[config.mk]
export PLATFORM = sky130hd
export DESIGN_NAME = bounded_positional_list
export DESIGN_NICKNAME = d
export VERILOG_FILES = /design/src/rtl/bpl_pkg.sv /design/src/rtl/bpl_cell.sv /design/src/rtl/bounded_positional_list.sv
export SDC_FILE = /design/constraint.sdc
export NUM_CORES = 2
export LEC_CHECK = 0
export BUFFER_PORTS_ARGS = -buffer_cell sky130_fd_sc_hd__buf_2
export CELL_PAD_IN_SITES_DETAIL_PLACEMENT = 1
export CELL_PAD_IN_SITES_GLOBAL_PLACEMENT = 1
export CORE_ASPECT_RATIO = 1.2
export CORE_UTILIZATION = 55
export CTS_BUF_LIST = sky130_fd_sc_hd__clkbuf_2
export CTS_CLUSTER_SIZE = 40
export DETAILED_ROUTE_END_ITERATION = 8
export GPL_ROUTABILITY_DRIVEN = 0
export GPL_TIMING_DRIVEN = 0
export PLACE_DENSITY_LB_ADDON = 0.1
export REMOVE_ABC_BUFFERS = 1
export SETUP_SLACK_MARGIN = 0.3
export SKIP_CTS_REPAIR_TIMING = 1
export SYNTH_ARGS = -nofsm -noshare
export SYNTH_HDL_FRONTEND = slang
export SYNTH_HIERARCHICAL = 1
export SYNTH_SLANG_ARGS = --single-unit
[constraint.sdc]
create_clock -name clk -period 12.7 [get_ports clk]
set_input_delay 3.175 -clock clk [delete_from_list [all_inputs] [get_ports clk]]
set_output_delay 3.175 -clock clk [all_outputs]
set_load 0.005 [all_outputs]
[src/rtl/bpl_pkg.sv]
// Package for the bounded positional list: sizes, operation codes,
// request/response payload types and the per-cell control struct.
// No dependencies.
package bpl_pkg;

  localparam int CAPACITY = 16;
  localparam int IDX_W    = $clog2(CAPACITY);
  localparam int CNT_W    = 5;
  localparam int POS_W    = 5;
  localparam int DATA_W   = 32;
  localparam int OP_W     = 3;

  // Operation codes carried in the request
  typedef enum logic [OP_W-1:0] {
    OP_INSERT = 3'd0,
    OP_DELETE = 3'd1,
    OP_GET    = 3'd2,
    OP_SET    = 3'd3,
    OP_LOCATE = 3'd4
  } op_e;

  typedef struct packed {
    logic [OP_W-1:0]          op;
    logic [POS_W-1:0]         pos;
    logic signed [DATA_W-1:0] value;
  } req_t;

  typedef struct packed {
    logic                     ok;
    logic signed [DATA_W-1:0] data;
    logic [CNT_W-1:0]         count;
    logic                     full_res;
    logic                     empty_res;
  } rsp_t;

  // Per-cell update command for one accepted request
  typedef struct packed {
    logic take_left;   // insert: shift up from lower neighbor
    logic take_right;  // delete: shift down from upper neighbor
    logic load;        // insert/set: write the request value
  } cell_ctl_t;

endpackage

[src/rtl/bpl_cell.sv]
// One storage cell of the list chain: holds a single entry, shifts from
// either neighbor or loads a new value, and compares against a search key.
// Depends on bpl_pkg.
module bpl_cell (
  input  logic                             clk,
  input  bpl_pkg::cell_ctl_t               ctl,
  input  logic signed [bpl_pkg::DATA_W-1:0] left_val,
  input  logic signed [bpl_pkg::DATA_W-1:0] right_val,
  input  logic signed [bpl_pkg::DATA_W-1:0] wr_val,
  input  logic signed [bpl_pkg::DATA_W-1:0] key,
  output logic signed [bpl_pkg::DATA_W-1:0] val,
  output logic                             hit
);
  import bpl_pkg::*;

  // Entry register; contents undefined until first written
  always_ff @(posedge clk) begin
    if (ctl.load) begin
      val <= wr_val;
    end else if (ctl.take_left) begin
      val <= left_val;
    end else if (ctl.take_right) begin
      val <= right_val;
    end
  end

  // Equality compare for locate; top level masks by occupancy
  assign hit = (val == key);

endmodule

[src/rtl/bounded_positional_list.sv]
// Top level of the bounded positional list: a chain of entry cells plus
// the fill count, request decode and the registered response.
// Depends on bpl_pkg and bpl_cell.
//
// Usage:
//   Requests arrive on req_valid/req_ready with a req_t payload (op, pos,
//   value). Each request yields exactly one response on rsp_valid/rsp_ready
//   with an rsp_t payload (ok, data, count, full_res, empty_res).
//   Latency: the response is valid the cycle after the request is taken.
//   Throughput: one request per cycle unless the receiver stalls. All cells
//   shift, load and compare in the same cycle, so insert and delete move the
//   whole list at once and locate checks every occupied cell in parallel.
//   The response register doubles as the stall buffer: a new request is
//   taken whenever the response register is empty or being drained in the
//   same cycle. While the receiver stalls, req_ready stays low and the
//   pending response holds.
//   Reset (rst, synchronous) empties the list and drops any pending
//   response; entry contents are not cleared, as only occupied positions
//   are ever read.
module bounded_positional_list (
  input  logic          clk,
  input  logic          rst,
  input  logic          req_valid,
  output logic          req_ready,
  input  bpl_pkg::req_t req,
  output logic          rsp_valid,
  input  logic          rsp_ready,
  output bpl_pkg::rsp_t rsp
);
  import bpl_pkg::*;

  logic [CNT_W-1:0]          fill_count;
  logic [CNT_W-1:0]          fill_count_next;
  logic                      req_fire;
  logic signed [DATA_W-1:0]  cell_val [CAPACITY];
  logic [CAPACITY-1:0]       cell_hit;
  cell_ctl_t                 cell_ctl [CAPACITY];
  logic                      pos_in_list;
  logic                      ins_ok;
  logic                      found;
  logic [IDX_W-1:0]          found_idx;
  logic signed [DATA_W-1:0]  get_val;
  rsp_t                      rsp_next;

  assign req_ready = !rsp_valid || rsp_ready;
  assign req_fire  = req_valid && req_ready;

  // Bounds checks against the current fill count
  assign pos_in_list = (req.pos < fill_count);
  assign ins_ok      = (fill_count < CNT_W'(CAPACITY)) && (req.pos <= fill_count);

  // Cell chain with per-cell update decode
  for (genvar i = 0; i < CAPACITY; i++) begin : g_cell
    logic signed [DATA_W-1:0] left_val;
    logic signed [DATA_W-1:0] right_val;

    if (i == 0) begin : g_first
      assign left_val = '0;
    end else begin : g_mid_l
      assign left_val = cell_val[i-1];
    end
    if (i == CAPACITY-1) begin : g_last
      assign right_val = '0;
    end else begin : g_mid_r
      assign right_val = cell_val[i+1];
    end

    always_comb begin
      cell_ctl[i] = '0;
      if (req_fire) begin
        unique case (req.op)
          OP_INSERT: begin
            if (ins_ok) begin
              cell_ctl[i].load      = (req.pos == POS_W'(i));
              cell_ctl[i].take_left = (POS_W'(i) > req.pos) && (CNT_W'(i) <= fill_count);
            end
          end
          OP_DELETE: begin
            if (pos_in_list) begin
              cell_ctl[i].take_right = (POS_W'(i) >= req.pos) &&
                                       (CNT_W'(i + 1) < fill_count);
            end
          end
          OP_SET: begin
            if (pos_in_list) begin
              cell_ctl[i].load = (req.pos == POS_W'(i));
            end
          end
          default: ;
        endcase
      end
    end

    bpl_cell u_cell (
      .clk       (clk),
      .ctl       (cell_ctl[i]),
      .left_val  (left_val),
      .right_val (right_val),
      .wr_val    (req.value),
      .key       (req.value),
      .val       (cell_val[i]),
      .hit       (cell_hit[i])
    );
  end

  // Read select and lowest-index match over occupied cells
  always_comb begin
    get_val   = '0;
    found     = 1'b0;
    found_idx = '0;
    for (int i = 0; i < CAPACITY; i++) begin
      if (req.pos == POS_W'(i)) begin
        get_val = get_val | cell_val[i];
      end
    end
    for (int i = CAPACITY - 1; i >= 0; i--) begin
      if (cell_hit[i] && (CNT_W'(i) < fill_count)) begin
        found     = 1'b1;
        found_idx = IDX_W'(i);
      end
    end
  end

  // Response and next fill count
  always_comb begin
    fill_count_next = fill_count;
    rsp_next        = '0;
    unique case (req.op)
      OP_INSERT: begin
        rsp_next.ok = ins_ok;
        if (ins_ok) begin
          fill_count_next = fill_count + CNT_W'(1);
        end
      end
      OP_DELETE: begin
        rsp_next.ok = pos_in_list;
        if (pos_in_list) begin
          fill_count_next = fill_count - CNT_W'(1);
        end
      end
      OP_GET: begin
        rsp_next.ok = pos_in_list;
        if (pos_in_list) begin
          rsp_next.data = get_val;
        end
      end
      OP_SET: begin
        rsp_next.ok = pos_in_list;
      end
      OP_LOCATE: begin
        rsp_next.ok = found;
        if (found) begin
          rsp_next.data = {{(DATA_W-IDX_W){1'b0}}, found_idx};
        end
      end
      default: ;
    endcase
    rsp_next.count     = fill_count_next;
    rsp_next.full_res  = (fill_count_next == CNT_W'(CAPACITY));
    rsp_next.empty_res = (fill_count_next == '0);
  end

  // Fill count and response register
  always_ff @(posedge clk) begin
    if (rst) begin
      fill_count <= '0;
      rsp_valid  <= 1'b0;
    end else begin
      if (req_fire) begin
        fill_count <= fill_count_next;
        rsp        <= rsp_next;
        rsp_valid  <= 1'b1;
      end else if (rsp_ready) begin
        rsp_valid <= 1'b0;
      end
    end
  end

  // Checks
  a_count_bound: assert property (@(posedge clk) disable iff (rst)
    fill_count <= CNT_W'(CAPACITY))
    else $error("fill count above capacity");

  a_count_hold: assert property (@(posedge clk) disable iff (rst)
    !req_fire |=> $stable(fill_count))
    else $error("fill count changed without a request");

  a_insert_grow: assert property (@(posedge clk) disable iff (rst)
    req_fire && (req.op == OP_INSERT) && ins_ok |=>
      fill_count == $past(fill_count) + CNT_W'(1))
    else $error("insert did not grow the list");

  a_rsp_count: assert property (@(posedge clk) disable iff (rst)
    req_fire |=> (rsp.count == fill_count) && rsp_valid)
    else $error("response count differs from fill count");

  a_flags: assert property (@(posedge clk) disable iff (rst)
    rsp_valid |-> !(rsp.full_res && rsp.empty_res))
    else $error("full and empty both set");

endmodule
==> flow_metrics.env <==
export IMPL_outcome="complete, but fails checks"
export IMPL_multi_input_comb_area_mm2=0.02013
export IMPL_die_w_um=241.2
export IMPL_ant_nets=0
export IMPL_grt_use_total_pct=47.41
export IMPL_pre_cts_slack_ns=4.572
export IMPL_synth_enable_flop_cells=552
export IMPL_cts_buffer_depth=3
export IMPL_die_height_um=289.0
export IMPL_start_kind="input pin"
export IMPL_ir_drop_uv=71.12
export IMPL_yosysTopAreaCellShare_pct=43.89
export IMPL_grt_max_degree=41
export IMPL_synthArstFlopShare_pct=0
export IMPL_worstSkewPairLatency_ns=1.47
export IMPL_fmax_ghz=0.1449
export IMPL_overflow=0
export IMPL_cts_sinks=558
export IMPL_via_per_inst=7.157
export IMPL_ys_types=67
export IMPL_first_pass_iters=8
export IMPL_setup_slack_ns=5.796
export IMPL_required_ns=13.86
export IMPL_clk_pin_slew_ns=0.11
export IMPL_crit_path_frequent_cell="buf_12"
export IMPL_synthesis_area_mm2=0.03776
export IMPL_fin_util_pct=62.15
export IMPL_grt_pass1_vias=36270
export IMPL_maxSlewViolCount=8
export IMPL_start_util_pct=55.92
export IMPL_ys_seq_elements=558
export IMPL_worst_pin_slew_ns=1.845
export IMPL_worstHoldPathType="register to register"
export IMPL_crit_path_max_incr_delay_ns=0.96
export IMPL_nFillCells=7449
export IMPL_wl_mm=165.4
export IMPL_finalNetCount=3980
export IMPL_die_area_mm2=0.06972
export IMPL_holdWs_ns=0.5556
export IMPL_io_pins=86
export IMPL_period_needed_ns=6.904
export IMPL_violations="capacitance limit, slew limit"
export IMPL_syn_inst=3737
export IMPL_slowest_stage="o21ai_4"
export IMPL_fp_row_count=104
export IMPL_synth_main_ff_cell="edfxtp_1"
export IMPL_synth_top_cell_by_area="edfxtp_1"
export IMPL_ff_latch_area_mm2=0.01670
export IMPL_cp_end_kind="register"
export IMPL_seq_area_frac_synth_pct=44.21
export IMPL_drcViolationCount=0
export IMPL_wire_per_inst_um=33.50
export IMPL_cts_tree="done"
export IMPL_timing_slew_headroom_pct=-24.12
export IMPL_coreArea_mm2=0.06753
export IMPL_hold_viol_final=0
export IMPL_path_cells="buf_2, ha_1, nor2b_1, o21ai_1, a21boi_1, nor2_2, o21ai_4, nor2b_4, buf_12, or3_2, buf_12"
export IMPL_finalSetupTns_ns=0
export IMPL_maxCapViolations=6
export IMPL_leakage_nw=13.19
export IMPL_area_growth_pct=11.15
export IMPL_numCtsBuffers=150
export IMPL_fin_crit_sh_pct=54.36
export IMPL_cellPowerDensity_mw_per_mm2=88.01
export IMPL_cts_root_buf="clkbuf_2"
export IMPL_dp_hpwl_mm=114.7
export IMPL_yosysWarningCount=6
export IMPL_worstSetupPathType="input pin to register"
export IMPL_drive_gt1_share_pct=13.87
export IMPL_worstPathArrival_ns=8.06
export IMPL_grt_pass1_wl_mm=239.1
export IMPL_setup_viol=0
export IMPL_route_vias_total=35350
export IMPL_antenna_found_initial=12
export IMPL_crit_path_max_fanout=33
export IMPL_power_mw=3.694
export IMPL_io_buffers=85
export IMPL_fin_skew_ns=0.1125
export IMPL_syn_avg_cell_area_um2=10.11
export IMPL_cts_max_level=4
export IMPL_synthTopCellsByArea="edfxtp_1, mux2i_1, xor2_1"
export IMPL_rsz0062_at_grt="false"
export IMPL_drt_iter0_markers=5365
[per-stage QoR]
| step | std cells | cell area (um2) |
|---|---|---|
| 3_3_place_gp | 4521 | 38090 |
| 3_5_place_dp | 4669 | 40520 |
| 6_report | 4939 | 41970 |
| 2_1_floorplan | 3535 | 36530 |
| 4_1_cts | 4925 | 41870 |
| 5_1_grt | 4935 | 41960 |
[power by group]
part | switching [mW] | leakage (nW) | internal, mW
clock | 0.823 | 1.04 | 0.537
combinational | 0.222 | 7.08 | 0.0889
sequential | 0.0122 | 5.07 | 2.01
total | 1.06 | 13.2 | 2.64
[placed cells by master, fill, tap and decap left out, types with 8 or more instances in the layout]
| master | instances |
|---|---|
| nor4_1 | 129 |
| a21oi_1 | 27 |
| nor3_2 | 8 |
| nand3_1 | 14 |
| clkinv_1 | 24 |
| nand4_1 | 86 |
| mux2i_1 | 513 |
| a211oi_1 | 8 |
| nor2b_4 | 13 |
| or3_2 | 16 |
| nor3_1 | 15 |
| and2_2 | 12 |
| ha_1 | 10 |
| buf_6 | 34 |
| buf_4 | 51 |
| inv_1 | 11 |
| nor2_1 | 92 |
| o21ai_0 | 528 |
| a21o_1 | 9 |
| nand2_1 | 554 |
| clkbuf_2 | 219 |
| buf_16 | 18 |
| buf_2 | 87 |
| buf_12 | 38 |
| nor4_2 | 13 |
| conb_1 | 65 |
| xor2_1 | 512 |
| edfxtp_1 | 552 |
| buf_8 | 9 |
| diode_2 | 8 |
| a22oi_1 | 249 |
[flip-flops by register name, summed over array words and instances (netlist names)]
name and count:
rsp_valid 1, rsp 40, fill_count 5, g_cell.u_cell/val 512
[worst max-delay path, delay by kind of cell]
kind                       cells  cell delay (ns)
AOI/OAI and AO/OA              3             1.82
adders and majority gates      1             0.26
buffers and inverters          3             1.07
and+or+nand+nor                4             1.63
[path summary, 6_finish.rpt]
check / from / slack [ns] / cells after the start / end
worst max-delay path: req[33] / 5.80 / 11 / g_cell[13].u_cell/val[9]
worst min register to register: rsp_valid / 0.56 / 2 / rsp_valid
worst min-delay path: rsp_valid / 0.56 / 2 / rsp_valid
worst max register to register: fill_count[4] / 6.32 / 11 / g_cell[13].u_cell/val[9]
[metal layers]
| layer | track usage, % | wire, um | vias up |
|---|---|---|---|
| met5 | 0.8264 | 118 | - |
| met4 | 40.02 | 15400 | 8 |
| met3 | 17.64 | 21390 | 933 |
| met2 | 67.94 | 70540 | 2887 |
| met1 | 56.18 | 57990 | 17280 |
| li1 | - | - | 14240 |
[kinds of logic after synthesis]
kind of cell    count (synthesis)  share of synthesized area [%]
simple gates                 1000                          12.22
compound gates                861                          13.63
flops                         558                          44.21
xor+xnor                      516                          11.97
mux                           514                          13.63
buf+inv                       277                          4.002
fa+ha+maj                      10                         0.3313
other cells                     1                       0.009930
[synthesized netlist by cell type, types with 2 or more instances]
master,number
nand2_1,554
edfxtp_1,552
o21ai_0,528
mux2i_1,513
xor2_1,512
a22oi_1,249
clkbuf_1,162
nor4_1,142
nor2_1,98
nand4_1,86
buf_6,49
buf_2,35
a21oi_1,28
nor3_1,23
or3_1,20
nor2b_1,17
buf_4,16
and2_1,14
nand3_1,14
inv_1,11
ha_1,10
a211oi_1,9
a21o_1,9
dfxtp_1,6
o22ai_1,6
and3_1,5
nor3b_1,5
or2_2,5
buf_1,4
xnor2_1,4
a222oi_1,3
a22o_1,3
nand2b_1,3
o2111ai_1,3
a221oi_1,2
and2_0,2
and4_1,2
nor4b_1,2
nor4bb_1,2
o31ai_4,2
[layout make-up]
class,instances,share of cell area (%)
antenna,8,0.04770
clock buffer,219,2.611
clock inverter,37,0.5992
inverter,11,0.09837
multi-input combinational,2966,47.97
sequential,558,39.78
tap,901,2.686
timing repair buffer,239,6.212
Power figures use the tool's default switching activity.
